==> src/hw/rtl/abd_pkg.sv <==
// Shared types, constants and coefficient tables of the ADPCM block decoder.
package abd_pkg;

   // Byte positions inside a sixteen-byte block.
   localparam logic [3:0] POS_HEADER = 4'd0;
   localparam logic [3:0] POS_FLAGS  = 4'd1;
   localparam logic [3:0] POS_DATA   = 4'd2;

   // Highest filter number that has coefficients.
   localparam logic [3:0] FILTER_MAX = 4'd4;

   // The serial multiplier takes two coefficient bits per cycle.
   localparam int unsigned DIGIT_STEPS = 4;

   localparam logic signed [19:0] SAMPLE_MAX = 20'sd32767;
   localparam logic signed [19:0] SAMPLE_MIN = -20'sd32768;

   typedef struct packed {
      logic       key_on;
      logic [7:0] block_byte;
   } req_payload_type;

   typedef struct packed {
      logic signed [15:0] sample;
      logic [4:0]         sample_index;
      logic               last_of_pair;
      logic               loop_end;
      logic               loop_repeat;
      logic               loop_start;
   } rsp_payload_type;

   typedef enum logic [2:0] {
      ST_IDLE,
      ST_LOAD_A,
      ST_MUL_A,
      ST_MUL_B,
      ST_FINISH,
      ST_EMIT
   } abd_state_type;

   // Weight of the newer history sample for each filter.
   function automatic logic signed [7:0] coef_newer(input logic [2:0] filter);
      logic signed [7:0] k;
      unique case (filter)
         3'd1:    k = 8'sd60;
         3'd2:    k = 8'sd115;
         3'd3:    k = 8'sd98;
         3'd4:    k = 8'sd122;
         default: k = 8'sd0;
      endcase
      return k;
   endfunction

   // Weight of the older history sample for each filter.
   function automatic logic signed [7:0] coef_older(input logic [2:0] filter);
      logic signed [7:0] k;
      unique case (filter)
         3'd2:    k = -8'sd52;
         3'd3:    k = -8'sd55;
         3'd4:    k = -8'sd60;
         default: k = 8'sd0;
      endcase
      return k;
   endfunction

endpackage

==> src/hw/rtl/adpcm_block_decoder.sv <==
// Top level of the ADPCM block decoder with its digit-serial filter multiplier.
//
// The decoder takes a sixteen-byte sound block one byte per input transaction: a header
// byte (shift in the low nibble, filter in the high nibble), a flags byte, and fourteen
// data bytes that each yield two 16-bit samples, low nibble first. Header and flags
// bytes are absorbed without leaving the idle state and give no result. A data byte
// is first accepted, and then for each of its two samples the decoder takes a setup
// step, a pass multiplying the newer history sample and a pass multiplying the older
// one (a shift-and-add multiplier that consumes two coefficient bits per cycle), a
// step to add and saturate, and a step to hand the sample to the output register.
// That shared serial multiplier sets the throughput.
// The output register lets the next byte be accepted while the second sample of the
// previous byte still waits to be taken. Setting key_on with a byte clears the sample
// history, the loop flags and the byte position before that byte is used, so the byte
// is taken as a header. Filter numbers above four behave as filter zero, and every
// sample saturates to the 16-bit range before it is output and kept as history.
module adpcm_block_decoder
   import abd_pkg::*;
(
   input  logic            clock,
   input  logic            reset,
   input  logic            req_valid,
   output logic            req_stall,
   input  req_payload_type req_data,
   output logic            rsp_valid,
   input  logic            rsp_stall,
   output rsp_payload_type rsp_data
);

   abd_state_type state_ff, state_in;

   // Block state.
   logic [3:0]         pos_ff;
   logic [3:0]         shift_ff;
   logic [2:0]         filter_ff;
   logic [2:0]         flags_ff;
   logic signed [15:0] hist_new_ff;
   logic signed [15:0] hist_old_ff;

   // Per-byte working registers.
   logic [7:0]         byte_ff;
   logic               nib_hi_ff;
   logic [4:0]         idx_ff;

   // Serial multiplier: the multiplicand shifts left and the coefficient shifts right
   // by one digit per cycle while the accumulator collects the partial products.
   logic signed [23:0] mcand_ff;
   logic [6:0]         mplier_ff;
   logic signed [23:0] acc_ff;
   logic [1:0]         cnt_ff;
   logic signed [18:0] sum_ff;

   logic               rsp_valid_ff;
   rsp_payload_type    rsp_data_ff;

   // Handshake and control.
   logic       accept;
   logic       out_free;
   logic       emit_load;
   logic       mul_last;
   logic [3:0] pos_eff;
   logic       is_data;

   assign pos_eff  = req_data.key_on ? POS_HEADER : pos_ff;
   assign is_data  = (pos_eff >= POS_DATA);
   assign mul_last = (cnt_ff == 2'(DIGIT_STEPS - 1));

   always_comb begin
      req_stall = (state_ff != ST_IDLE);
      accept    = (state_ff == ST_IDLE) && req_valid;
      out_free  = !rsp_valid_ff || !rsp_stall;
      emit_load = (state_ff == ST_EMIT) && out_free;
   end

   always_comb begin
      state_in = state_ff;
      unique case (state_ff)
         ST_IDLE: begin
            if (req_valid && is_data) begin
               state_in = ST_LOAD_A;
            end
         end
         ST_LOAD_A: state_in = ST_MUL_A;
         ST_MUL_A: begin
            if (mul_last) begin
               state_in = ST_MUL_B;
            end
         end
         ST_MUL_B: begin
            if (mul_last) begin
               state_in = ST_FINISH;
            end
         end
         ST_FINISH: state_in = ST_EMIT;
         ST_EMIT: begin
            if (out_free) begin
               state_in = nib_hi_ff ? ST_IDLE : ST_LOAD_A;
            end
         end
         default: state_in = ST_IDLE;
      endcase
   end

   // Datapath terms.
   logic signed [7:0]  k_new;
   logic signed [7:0]  k_old;
   logic [3:0]         nibble;
   logic signed [15:0] nib_term;
   logic signed [23:0] partial;
   logic signed [23:0] acc_in;
   logic signed [18:0] sum_in;
   logic signed [19:0] total;
   logic signed [15:0] sample_sat;
   logic [3:0]         hdr_filter;

   assign k_new      = coef_newer(filter_ff);
   assign k_old      = coef_older(filter_ff);
   assign nibble     = nib_hi_ff ? byte_ff[7:4] : byte_ff[3:0];
   assign nib_term   = $signed({nibble, 12'd0}) >>> shift_ff;
   assign hdr_filter = req_data.block_byte[7:4];

   // One digit of the coefficient times the multiplicand.
   always_comb begin
      partial = '0;
      if (mplier_ff[0]) begin
         partial = mcand_ff;
      end
      if (mplier_ff[1]) begin
         partial = partial + (mcand_ff <<< 1);
      end
      acc_in = acc_ff + partial;
   end

   // The first product, scaled down, joins the nibble term at the end of its pass.
   assign sum_in = {{3{nib_term[15]}}, nib_term} + {acc_in[23], acc_in[23:6]};
   assign total  = {sum_ff[18], sum_ff} + {{2{acc_ff[23]}}, acc_ff[23:6]};

   always_comb begin
      priority if (total > SAMPLE_MAX) begin
         sample_sat = 16'sh7fff;
      end else if (total < SAMPLE_MIN) begin
         sample_sat = -16'sh8000;
      end else begin
         sample_sat = total[15:0];
      end
   end

   // Multiplicand setup: a negative coefficient negates the history sample instead.
   function automatic logic signed [23:0] mcand_of(input logic signed [15:0] h,
                                                  input logic signed [7:0]  k);
      logic signed [23:0] ext;
      ext = {{8{h[15]}}, h};
      return k[7] ? -ext : ext;
   endfunction

   function automatic logic [6:0] mag_of(input logic signed [7:0] k);
      logic signed [7:0] m;
      m = k[7] ? -k : k;
      return m[6:0];
   endfunction

   // Control and block state.
   always_ff @(posedge clock) begin
      if (reset) begin
         state_ff     <= ST_IDLE;
         pos_ff       <= POS_HEADER;
         shift_ff     <= '0;
         filter_ff    <= '0;
         flags_ff     <= '0;
         hist_new_ff  <= '0;
         hist_old_ff  <= '0;
         rsp_valid_ff <= 1'b0;
      end else begin
         state_ff <= state_in;
         if (accept) begin
            pos_ff <= pos_eff + 4'd1;
            if (req_data.key_on) begin
               flags_ff    <= '0;
               hist_new_ff <= '0;
               hist_old_ff <= '0;
            end
            priority if (pos_eff == POS_HEADER) begin
               shift_ff  <= req_data.block_byte[3:0];
               filter_ff <= (hdr_filter <= FILTER_MAX) ? hdr_filter[2:0] : 3'd0;
            end else if (pos_eff == POS_FLAGS) begin
               flags_ff <= req_data.block_byte[2:0];
            end else begin
            end
         end
         if (state_ff == ST_FINISH) begin
            hist_old_ff <= hist_new_ff;
            hist_new_ff <= sample_sat;
         end
         if (emit_load) begin
            rsp_valid_ff <= 1'b1;
         end else if (!rsp_stall) begin
            rsp_valid_ff <= 1'b0;
         end
      end
   end

   // Working registers and the serial multiplier.
   always_ff @(posedge clock) begin
      if (accept) begin
         byte_ff   <= req_data.block_byte;
         nib_hi_ff <= 1'b0;
         idx_ff    <= {pos_eff - POS_DATA, 1'b0};
      end
      unique case (state_ff)
         ST_LOAD_A: begin
            mcand_ff  <= mcand_of(hist_new_ff, k_new);
            mplier_ff <= mag_of(k_new);
            acc_ff    <= '0;
            cnt_ff    <= '0;
         end
         ST_MUL_A: begin
            cnt_ff <= cnt_ff + 2'd1;
            if (mul_last) begin
               sum_ff    <= sum_in;
               mcand_ff  <= mcand_of(hist_old_ff, k_old);
               mplier_ff <= mag_of(k_old);
               acc_ff    <= '0;
            end else begin
               acc_ff    <= acc_in;
               mcand_ff  <= mcand_ff <<< 2;
               mplier_ff <= mplier_ff >> 2;
            end
         end
         ST_MUL_B: begin
            cnt_ff    <= cnt_ff + 2'd1;
            acc_ff    <= acc_in;
            mcand_ff  <= mcand_ff <<< 2;
            mplier_ff <= mplier_ff >> 2;
         end
         ST_EMIT: begin
            if (out_free && !nib_hi_ff) begin
               nib_hi_ff <= 1'b1;
               idx_ff    <= idx_ff + 5'd1;
            end
         end
         default: begin
         end
      endcase
      if (emit_load) begin
         rsp_data_ff.sample       <= hist_new_ff;
         rsp_data_ff.sample_index <= idx_ff;
         rsp_data_ff.last_of_pair <= nib_hi_ff;
         rsp_data_ff.loop_end     <= flags_ff[0];
         rsp_data_ff.loop_repeat  <= flags_ff[1];
         rsp_data_ff.loop_start   <= flags_ff[2];
      end
   end

   assign rsp_valid = rsp_valid_ff;
   assign rsp_data  = rsp_data_ff;

endmodule

==> config.mk <==
export PLATFORM = sky130hd
export DESIGN_NAME = adpcm_block_decoder
export DESIGN_NICKNAME = d
export VERILOG_FILES = /design/src/hw/rtl/abd_pkg.sv /design/src/hw/rtl/adpcm_block_decoder.sv
export SDC_FILE = /design/constraint.sdc
export NUM_CORES = 1
export LEC_CHECK = 0
export BUFFER_PORTS_ARGS = -buffer_cell sky130_fd_sc_hd__clkbuf_2
export CORE_MARGIN = 5
export CORE_UTILIZATION = 45
export CTS_CLUSTER_DIAMETER = 150
export DETAILED_ROUTE_END_ITERATION = 8
export GPL_ROUTABILITY_DRIVEN = 0
export GPL_TIMING_DRIVEN = 0
export PLACE_DENSITY = 0.62
export SLEW_MARGIN = 40
export SYNTH_ARGS = -nofsm -noshare
export SYNTH_HDL_FRONTEND = slang
export SYNTH_SLANG_ARGS = --single-unit
==> constraint.sdc <==
create_clock -name clock -period 20.6 [get_ports clock]
set_clock_uncertainty 0.15 [all_clocks]
set_input_delay 1.03 -clock clock [delete_from_list [all_inputs] [get_ports clock]]
set_output_delay 1.03 -clock clock [all_outputs]
set_load 0.01 [all_outputs]
==> metrics.txt, run 1 <==
crit path max fanout 10; Crit Path Category flip-flop to flip-flop; core footprint 25,200 um2; sw power around 230 uW; status complete, no violations; Netlist cell types 74; Final HPWL DP 23,500 um; total gr overflow 0; # DRC 0; Antenna Nets Post-Route 0; Worst Setup SP mplier_ff[0]; row count 58; fin nets 1,441; PortBufs 38; CP max-delay cell a2111oi_0; fraction of registers with async set/reset 0%; Hold-fix buffers, CTS 0; fin crit period 7.99 ns; Max-Cap Viols 0; max_slew headroom 45.9%; final non-filler cell total about 1,700; largest net degree at the start of global routing 22; share of cells above drive strength 1 8.30%; Clk pwr share 39.4%; worst-skew pair later-pin latency 0.43 ns; Initial Utilization approximately 46%; number of synthesized flops with an enable pin 109; placed cell count 1,647; WP data required 20.63 ns; Internal Dissipation 574 uW; CTS tree yes; Syn Inst Count 1,274; height of the die 170 um; CTS H-tree depth 4; cts repair resizes 0; Leakage 0.00499 uW; Sink Count 165; Max rail drop VDD slightly above 40 uV; vias in the first global route 9,041; DR iter-0 viols 779; Die W 170 um; Seq/Total Area, Yosys 38.2%; Gate power share approximately 16%; PwrDens 63.4 nW/um2; initial antenna violation count 0; Max Slew Vio Count 0; # fillers 2,373; Reg clk slew, reported paths 0.08 ns; Crit path arrival time 8.01 ns; hold_sp flags_ff[1]; Net Sw Frac 29.0%; Routed Wire Length just over 30,000 um; Yosys reg bits 165; actual slew at the worst max-slew pin 0.812 ns; DR vias/cell 5.75; Num CTS Buffers 17; syn_nets approximately 1,400; Root Buffer clkbuf_16; part of the power in registers ~45%; final period utilization 38.8%; dominant synthesized flop cell edfxtp_1; Startpoint Class flip-flop; Tot GR Track Use 21.2%; Area Growth Syn to Fin 11.0%; CP peak stage delay 0.55 ns; final hold vios 0; Setup Viol. Count Final 0; warnings from Yosys 0; met3 WL 1500 um; first-pass GRT wire length just under 50,000 um; WL/cell 18.1 um; met1 wire length 14,200 um; WL met2 14,300 um; Hold/Removal Path Class flip-flop to flip-flop; number of antenna cells inserted 0; DRT Pass-1 Iters 5; io pins 40; Mapped Avg Cell Area around 9.0 um2; vias after detailed routing 9,648; synthesized area ~11,000 um2; FF-to-FF Start mplier_ff[0]; Post-CTS Setup Bufs 0; Top Metal Used met4; Worst setup EP type flip-flop; Max Clock Freq 125 MHz; die footprint 28,800 um2; clk buf depth 2; unrepaired setup endpoints after global routing no; Final TNS setup 0 ns
[stage by stage]
stage | util [%] | instance area [um2] | hold WS (ns) | total power [uW] | setup WS [ns]
floorplan | - | 11500 | 0.256 | 466 | 13.86
global placement | 48.0 | 12100 | 0.263 | 494 | 12.69
detailed placement | 48.4 | 12200 | 0.269 | 496 | 12.71
CTS | 50.7 | 12800 | 0.289 | 813 | 12.65
global route | 50.7 | 12800 | 0.303 | 843 | 12.05
finish | 50.7 | 12800 | 0.291 | 809 | 12.61
[worst max-delay path, delay by kind of cell (launching register included)]
family / cells / cell delay (ns)
buffers and inverters: 4 / 0.87
muxes: 1 / 0.30
DFF: 1 / 0.40
xor gates and xnor gates: 3 / 0.55
AOI/OAI and AO/OA: 12 / 3.01
and+or+nand+nor: 5 / 1.04
adders and majority gates: 4 / 1.40
[per-layer routing]
metal | global-route usage, % | vias up
met3 | 3.59 | 37
li1 | - | 4800
met4 | 4.69 | 0
met1 | 29.7 | 4572
met2 | 34.5 | 239
met5 | 0 | -
[final cells by class]
type	count	area, um2	share of cell area [%]
sequential	165	4390	34.4
clock inverter	13	135	1.06
multi-input combinational	1004	6700	52.5
tap	330	413	3.24
inverter	50	188	1.47
timing repair buffer	43	255	2.00
buffer	55	229	1.79
clock buffer	19	443	3.47
[flip-flops by register name, summed over array words and instances, names as in the netlist, 3 cells and up]
name	flops
acc_ff	24
byte_ff	8
filter_ff	3
flags_ff	3
hist_new_ff	16
hist_old_ff	16
idx_ff	5
mcand_ff	24
mplier_ff	7
pos_ff	4
rsp_data	25
shift_ff	4
state_ff	3
sum_ff	19
[synth_stat cells (all sizes together), types with 4 or more instances]
cell type / instances / area (um2)
a21oi: 134 / 671
mux2: 16 / 180
a221oi: 4 / 35.0
a21o: 24 / 180
nor2: 119 / 447
a31oi: 7 / 43.8
edfxtp: 109 / 3270
a21boi: 4 / 30.0
nand3: 25 / 130
nor4b: 6 / 52.6
nand3b: 5 / 37.5
nor3b: 4 / 30.0
a211o: 5 / 43.8
o211ai: 6 / 45.0
o41ai: 5 / 62.6
or3: 9 / 56.3
o31ai: 10 / 75.1
nand2b: 20 / 125
dfxtp: 56 / 1120
o21bai: 14 / 105
nor2b: 16 / 100
a22oi: 18 / 135
nand2: 124 / 465
o21a: 12 / 90.1
and3: 18 / 113
o2111ai: 4 / 35.0
fa: 4 / 80.1
a211oi: 7 / 52.6
nor3: 19 / 95.1
and2: 41 / 258
a311oi: 16 / 140
inv: 50 / 188
xnor2: 42 / 368
buf: 8 / 52.6
clkbuf: 47 / 176
o21ai: 80 / 400
xor2: 36 / 315
mux2i: 13 / 130
ha: 88 / 1100
nor4: 5 / 31.3
[layout by cell type (no fill, tap or decap), drive strengths merged, types with 5 or more instances in the layout]
master	count
a211o	5
xor2	36
o41ai	5
a21oi	134
xnor2	42
a22oi	18
o211ai	6
ha	88
edfxtp	109
o31ai	10
nand2	124
or3	9
nor4b	6
nand3	25
mux2	16
a21o	24
nor2b	16
o21a	12
and2	41
o21bai	14
o21ai	80
inv	58
buf	13
nand2b	20
a211oi	7
dfxtp	56
clkbuf	104
a311oi	16
mux2i	13
and3	18
a31oi	7
nor4	5
nand3b	5
nor3	19
nor2	119
[power by group through the flow]
stage / registers (uW) / logic (uW) / clock network [uW]
finish: 364 / 126 / 319
global route: 364 / 141 / 338
CTS: 364 / 126 / 323
detailed placement: 371 / 125 / 0
global placement: 372 / 122 / 0
floorplan: 370 / 95.7 / 0
[final timing paths]
path / cells after the start / slack, ns / to
setup / recovery: 29 / 12.61 / sum_ff[15]
hold / removal: 0 / 0.29 / rsp_data[1]
setup reg to reg: 29 / 12.61 / sum_ff[15]
hold reg to reg: 0 / 0.29 / rsp_data[1]
[logic make-up (layout without fill, tap and decap cells)]
family / count (synthesis) / count (layout) / synth area share, %
adders and majority gates: 93 / 93 / 10.4
DFF: 165 / 165 / 38.2
and+or+nand+nor: 420 / 420 / 17.6
muxes: 29 / 29 / 2.70
buffers and inverters: 105 / 180 / 3.63
xor gates and xnor gates: 78 / 78 / 5.94
AOI/OAI and AO/OA: 384 / 384 / 21.6
Power figures use the tool's default switching activity.
==> run 2: changes to the inputs <==
- PLACE_DENSITY: 0.62 -> 0.64
- clock period: 20.6 -> 7.25 ns (I/O delays scaled with it)
==> run 2 against run 1 <==
Effect of this change: clock-buffer cell count unchanged; via count is 1.5% higher; sequential share of layout area decreased by 0.75 points; clock power grew to 2.8 times the previous value; largest power group unchanged.
==> metrics.txt, run 2 (synthesized netlist as in run 1, its figures left out) <==
# fillers 2,329; crit path to sum_ff[15]; total gr overflow 0; initial antenna violation count 0; Leakage 0.00509 uW; part of the power in registers 44.3%; Sink Count ~170; final hold vios 0; DRT Pass-1 Iters 6; Clk pwr share 38.8%; Root Buffer clkbuf_16; DR vias/cell 5.78; Setup Viol. Count Final 0; PortBufs 38; Num CTS Buffers 17; Antenna Nets Post-Route 0; Die W ~170 um; leading cell type in the layout, fill and taps excluded a21oi_1; Max Slew Vio Count 0; row count 58; Overall Power ~2300 uW; reg-to-reg endpoint sum_ff[15]; height of the die around 170 um; CP max-delay cell or3_1; vias in the first global route roughly 9,000; max reg flops 25; Gate power share 16.9%; FF-to-FF Start mplier_ff[0]; Most common cell on crit path ha_1; crit path max fanout 10; Max rail drop VDD 134 uV; Routed Wire Length 30,300 um; Worst Setup SP mplier_ff[0]; number of antenna cells inserted 0; PwrDens 179 nW/um2; flop-to-flop setup slack 0.28 ns; vias after detailed routing ~9,800; Design Area, Final 13,000 um2; Max Clock Freq 143 MHz; Area Growth Syn to Fin 13.5%; actual slew at the worst max-slew pin 0.817 ns; status complete, no violations; Startpoint Class flip-flop; final period utilization 96.2%; Max-Cap Viols 0; CTS H-tree depth 4; CTS tree yes; Tot GR Track Use between 20% and 30%; Reg clk slew, reported paths 0.07 ns; most frequent cells in the layout 130 x a21oi_1, 124 x nand2_1, 117 x nor2_1; Reg2Reg Depth 30; sw power 660 uW; Hold/Removal Path Class input port to flip-flop; fin crit period 6.97 ns; die footprint 28,800 um2; # DRC 0; Initial Utilization 45.6%; fin nets 1,456; Crit Path Category flip-flop to flip-flop; WL/cell between 15 and 20 um; Internal Dissipation 1670 uW; Crit path arrival time roughly 7.0 ns; DR iter-0 viols 612; CP peak stage delay 0.42 ns; core footprint ~25,000 um2; Worst setup EP type flip-flop; WP data required 7.28 ns; Net Sw Frac 28.3%; largest net degree at the start of global routing 22; max_slew headroom between 40% and 50%; worst-skew pair later-pin latency 0.44 ns; area post-placement 12,200 um2; Final HPWL DP 23,100 um; clk buf depth 2; first-pass GRT wire length 48,100 um; io pins 40; share of cells above drive strength 1 between 10% and 20%
==> run 2: per-stage QoR <==
step / util (%) / setup slack [ns] / std cells / hold WS, ns / setup TNS (ns)
CTS: 51.3 / 0.0383 / 1689 / 0.00129 / 0
global placement: 48.0 / -0.655 / 1642 / 0.268 / -1.42
detailed placement: 48.5 / -0.634 / 1647 / 0.274 / -1.32
floorplan: - / 0.505 / 1274 / 0.256 / 0
finish: 51.8 / 0.277 / 1694 / 0.0149 / 0
global route: 51.8 / -0.0296 / 1694 / 0.00233 / -0.0296
==> run 2: final cells by class <==
cell class / instances / area [um2] / area share (%)
Sequential cell: 165 / 4390 / 33.7
Multi-Input combinational cell: 1004 / 6810 / 52.2
Buffer: 55 / 240 / 1.84
Clock inverter: 13 / 140 / 1.07
Timing Repair Buffer: 58 / 420 / 3.22
Tap cell: 330 / 413 / 3.17
Inverter: 50 / 188 / 1.44
Clock buffer: 19 / 433 / 3.32
==> run 2: how the worst min path moves through the flow <==
stage,from,endpoint,slack (ns),cells past startpoint
2_1_floorplan,nib_hi_ff,rsp_data[3],0.26,0
3_3_place_gp,flags_ff[0],rsp_data[2],0.27,0
3_5_place_dp,flags_ff[1],rsp_data[1],0.27,0
4_1_cts,req_data[0],byte_ff[0],0.001,1
5_1_grt,req_data[2],byte_ff[2],0.002,1
6_report,req_data[0],byte_ff[0],0.01,1
==> run 2: worst max-delay path, delay by kind of cell (launching register included) <==
family	cells	cell delay, ns
adders and majority gates	4	1.29
buffers and inverters	5	0.77
xor gates and xnor gates	3	0.45
and+or+nand+nor	5	0.92
DFF	1	0.40
AOI/OAI and AO/OA	12	2.45
muxes	1	0.29
==> run 2: metal layers <==
metal  routed length [um]  GRT usage, %  vias up  part of all wire (%)
met5                    0             0        -                     0
met2                14200          34.2      258                    47
li1                     -             -     4845                     -
met4                  559          5.85        0                   1.8
met3                 1530          2.82       31                   5.0
met1                14000          29.4     4660                    46
==> run 2: power by group through the flow <==
stage,combinational [uW],sequential [uW],clock [uW]
floorplan,272,1050,0
global placement,346,1060,0
detailed placement,357,1050,0
CTS,375,1030,915
global route,437,1040,964
finish,394,1030,904
==> run 2: repair_timing <==
action                                 4_1_cts  5_1_grt
gates resized for setup                     12       19
pin swaps                                    2        6
hold buffers                                 6        0
setup buffers                                4        5
setup endpoints to repair                    6        6
endpoints found under the hold margin        6        0
==> run 3: changes to the inputs <==
- CORE_MARGIN: 5 -> not set
==> run 3 against run 2 <==
Effect of this change: maximum frequency grew 1.3%; critical path depth decreased by 1; sequential share of layout area increased by 0.15 points; setup slack improved by 0.093 ns; first-iteration DRC count is 18% higher; combinational power down 3%; non-clock buffer count down 6; via count decreased by 0.42%; total power increased by 0.19%; core utilization is 0.085 points lower; critical path type unchanged; routed wire length down 1.5%; global-route usage up 2.3 points; highest routed layer unchanged.
==> metrics.txt, run 3 (synthesized netlist as in run 1, its figures left out) <==
largest net degree at the start of global routing 22; worst-skew pair later-pin latency 0.44 ns; Max rail drop VDD around 140 uV; height of the die approximately 160 um; final hold vios 0; Antenna Nets Post-Route 0; Startpoint Class flip-flop; # DRC 0; Design Area, Final 13,000 um2; max_slew headroom 44.3%; Final TNS setup 0 ns; actual slew at the worst max-slew pin 0.825 ns; Root Buffer clkbuf_16; Reg clk slew, reported paths 0.07 ns; Worst setup EP type flip-flop; DRT Pass-1 Iters 7; Most common cell on crit path and3_1; vias after detailed routing 9,753; Tot GR Track Use a little under a quarter; Max Clock Freq approximately 150 MHz; PortBufs 38; vias in the first global route 8,994; die footprint 26,200 um2; WL/cell 17.7 um; share of cells above drive strength 1 10.2%; Area Growth Syn to Fin 13.0%; initial antenna violation count 0; CTS H-tree depth 4; total gr overflow 0; clk buf depth 2; Num CTS Buffers 17; leading cell type in the layout, fill and taps excluded a21oi_1; hold_sp req_data[0]; Max Slew Vio Count 0; CTS tree yes; status complete, no violations; DR iter-0 viols 722; row count a little under 60; PwrDens 180 nW/um2; final period utilization 94.9%; Setup Viol. Count Final 0; most frequent cells in the layout 130 x a21oi_1, 124 x nand2_1, 117 x nor2_1; Sink Count around 170; final non-filler cell total 1,688; DR vias/cell 5.78; Initial Utilization between 40% and 50%; number of antenna cells inserted 0; Worst Setup SP mplier_ff[0]; Min Hold Slack 0.00604 ns; fin crit period 6.88 ns; Die W roughly 160 um; io pins 40; first-pass GRT wire length 47,500 um; crit path max fanout 10; WP data required 7.28 ns; CP max-delay cell fa_2; Crit Path Category flip-flop to flip-flop; Overall Power ~2300 uW; fin nets between 1,000 and 1,500; CP peak stage delay 0.41 ns; Routed Wire Length approximately 30,000 um; placed cell count 1,647; core footprint 25,100 um2; Leakage 0.00507 uW; area post-placement approximately 12,000 um2; Hold/Removal Path Class input port to flip-flop; Max-Cap Viols 0; Crit path arrival time 6.91 ns; FF-to-FF Start mplier_ff[0]; max reg flops 25; Final HPWL DP 22,800 um
==> run 3: changes by cell type in the layout (fill, tap and decap cells not counted), sizes merged <==
cell         delta
bufinv          -1
buf             -4
clkbuf          +1
clkinv          -1
clkinvlp        -1
inv             +2
dlygate4sd3     -2
==> run 3: critical path: cells and delay by family, from the launching register on <==
kind            cells  cell delay, ns
compound gates     10            2.33
xor+xnor            2            0.22
fa+ha+maj           4            1.24
buf+inv             4            0.67
flops               1            0.40
mux                 1            0.27
simple gates        8            1.35
==> run 3: routing by layer <==
layer	vias to the layer above	share of wire (%)	GRT usage, %
met3	27	4.8	2.89
met2	283	47	38.6
met4	0	1.6	5.92
li1	4818	-	-
met5	-	0	0
met1	4625	46	32.1
==> run 3: cell type report <==
| class | instances | area (um2) |
|---|---|---|
| Buffer | 55 | 241 |
| Clock buffer | 20 | 458 |
| Clock inverter | 12 | 126 |
| Fill cell | 2340 | 12100 |
| Inverter | 50 | 188 |
| Multi-Input combinational cell | 1004 | 6830 |
| Sequential cell | 165 | 4390 |
| Tap cell | 330 | 413 |
| Timing Repair Buffer | 52 | 333 |
==> run 3: repair_timing <==
action | CTS | global route
setup endpoints to repair | 6 | 6
gates cloned | 0 | 0
hold endpoints to repair | 4 | 0
resized for setup | 10 | 21
setup buffers | 1 | 4
hold buffers | 4 | 0
pin swaps | 1 | 6
==> run 3: power by group <==
part	total (uW)	internal, uW	switching (uW)
registers	1030	1020	10.7
logic	383	156	227
clock network	920	480	439
total	2340	1660	677
==> run 3: stage by stage <==
step / setup slack, ns / utilization (%)
floorplan: 0.505 / -
global placement: -0.609 / 48.2
detailed placement: -0.671 / 48.5
CTS: 0.00271 / 51.1
global route: -0.000201 / 51.7
finish: 0.369 / 51.7
==> run 3: path summary, 6_finish.rpt <==
check | slack (ns) | to | cells past startpoint
setup / recovery | 0.37 | sum_ff[15] | 29
hold / removal | 0.006 | byte_ff[0] | 1
setup reg to reg | 0.37 | sum_ff[15] | 29
hold reg to reg | 0.28 | rsp_data[2] | 0
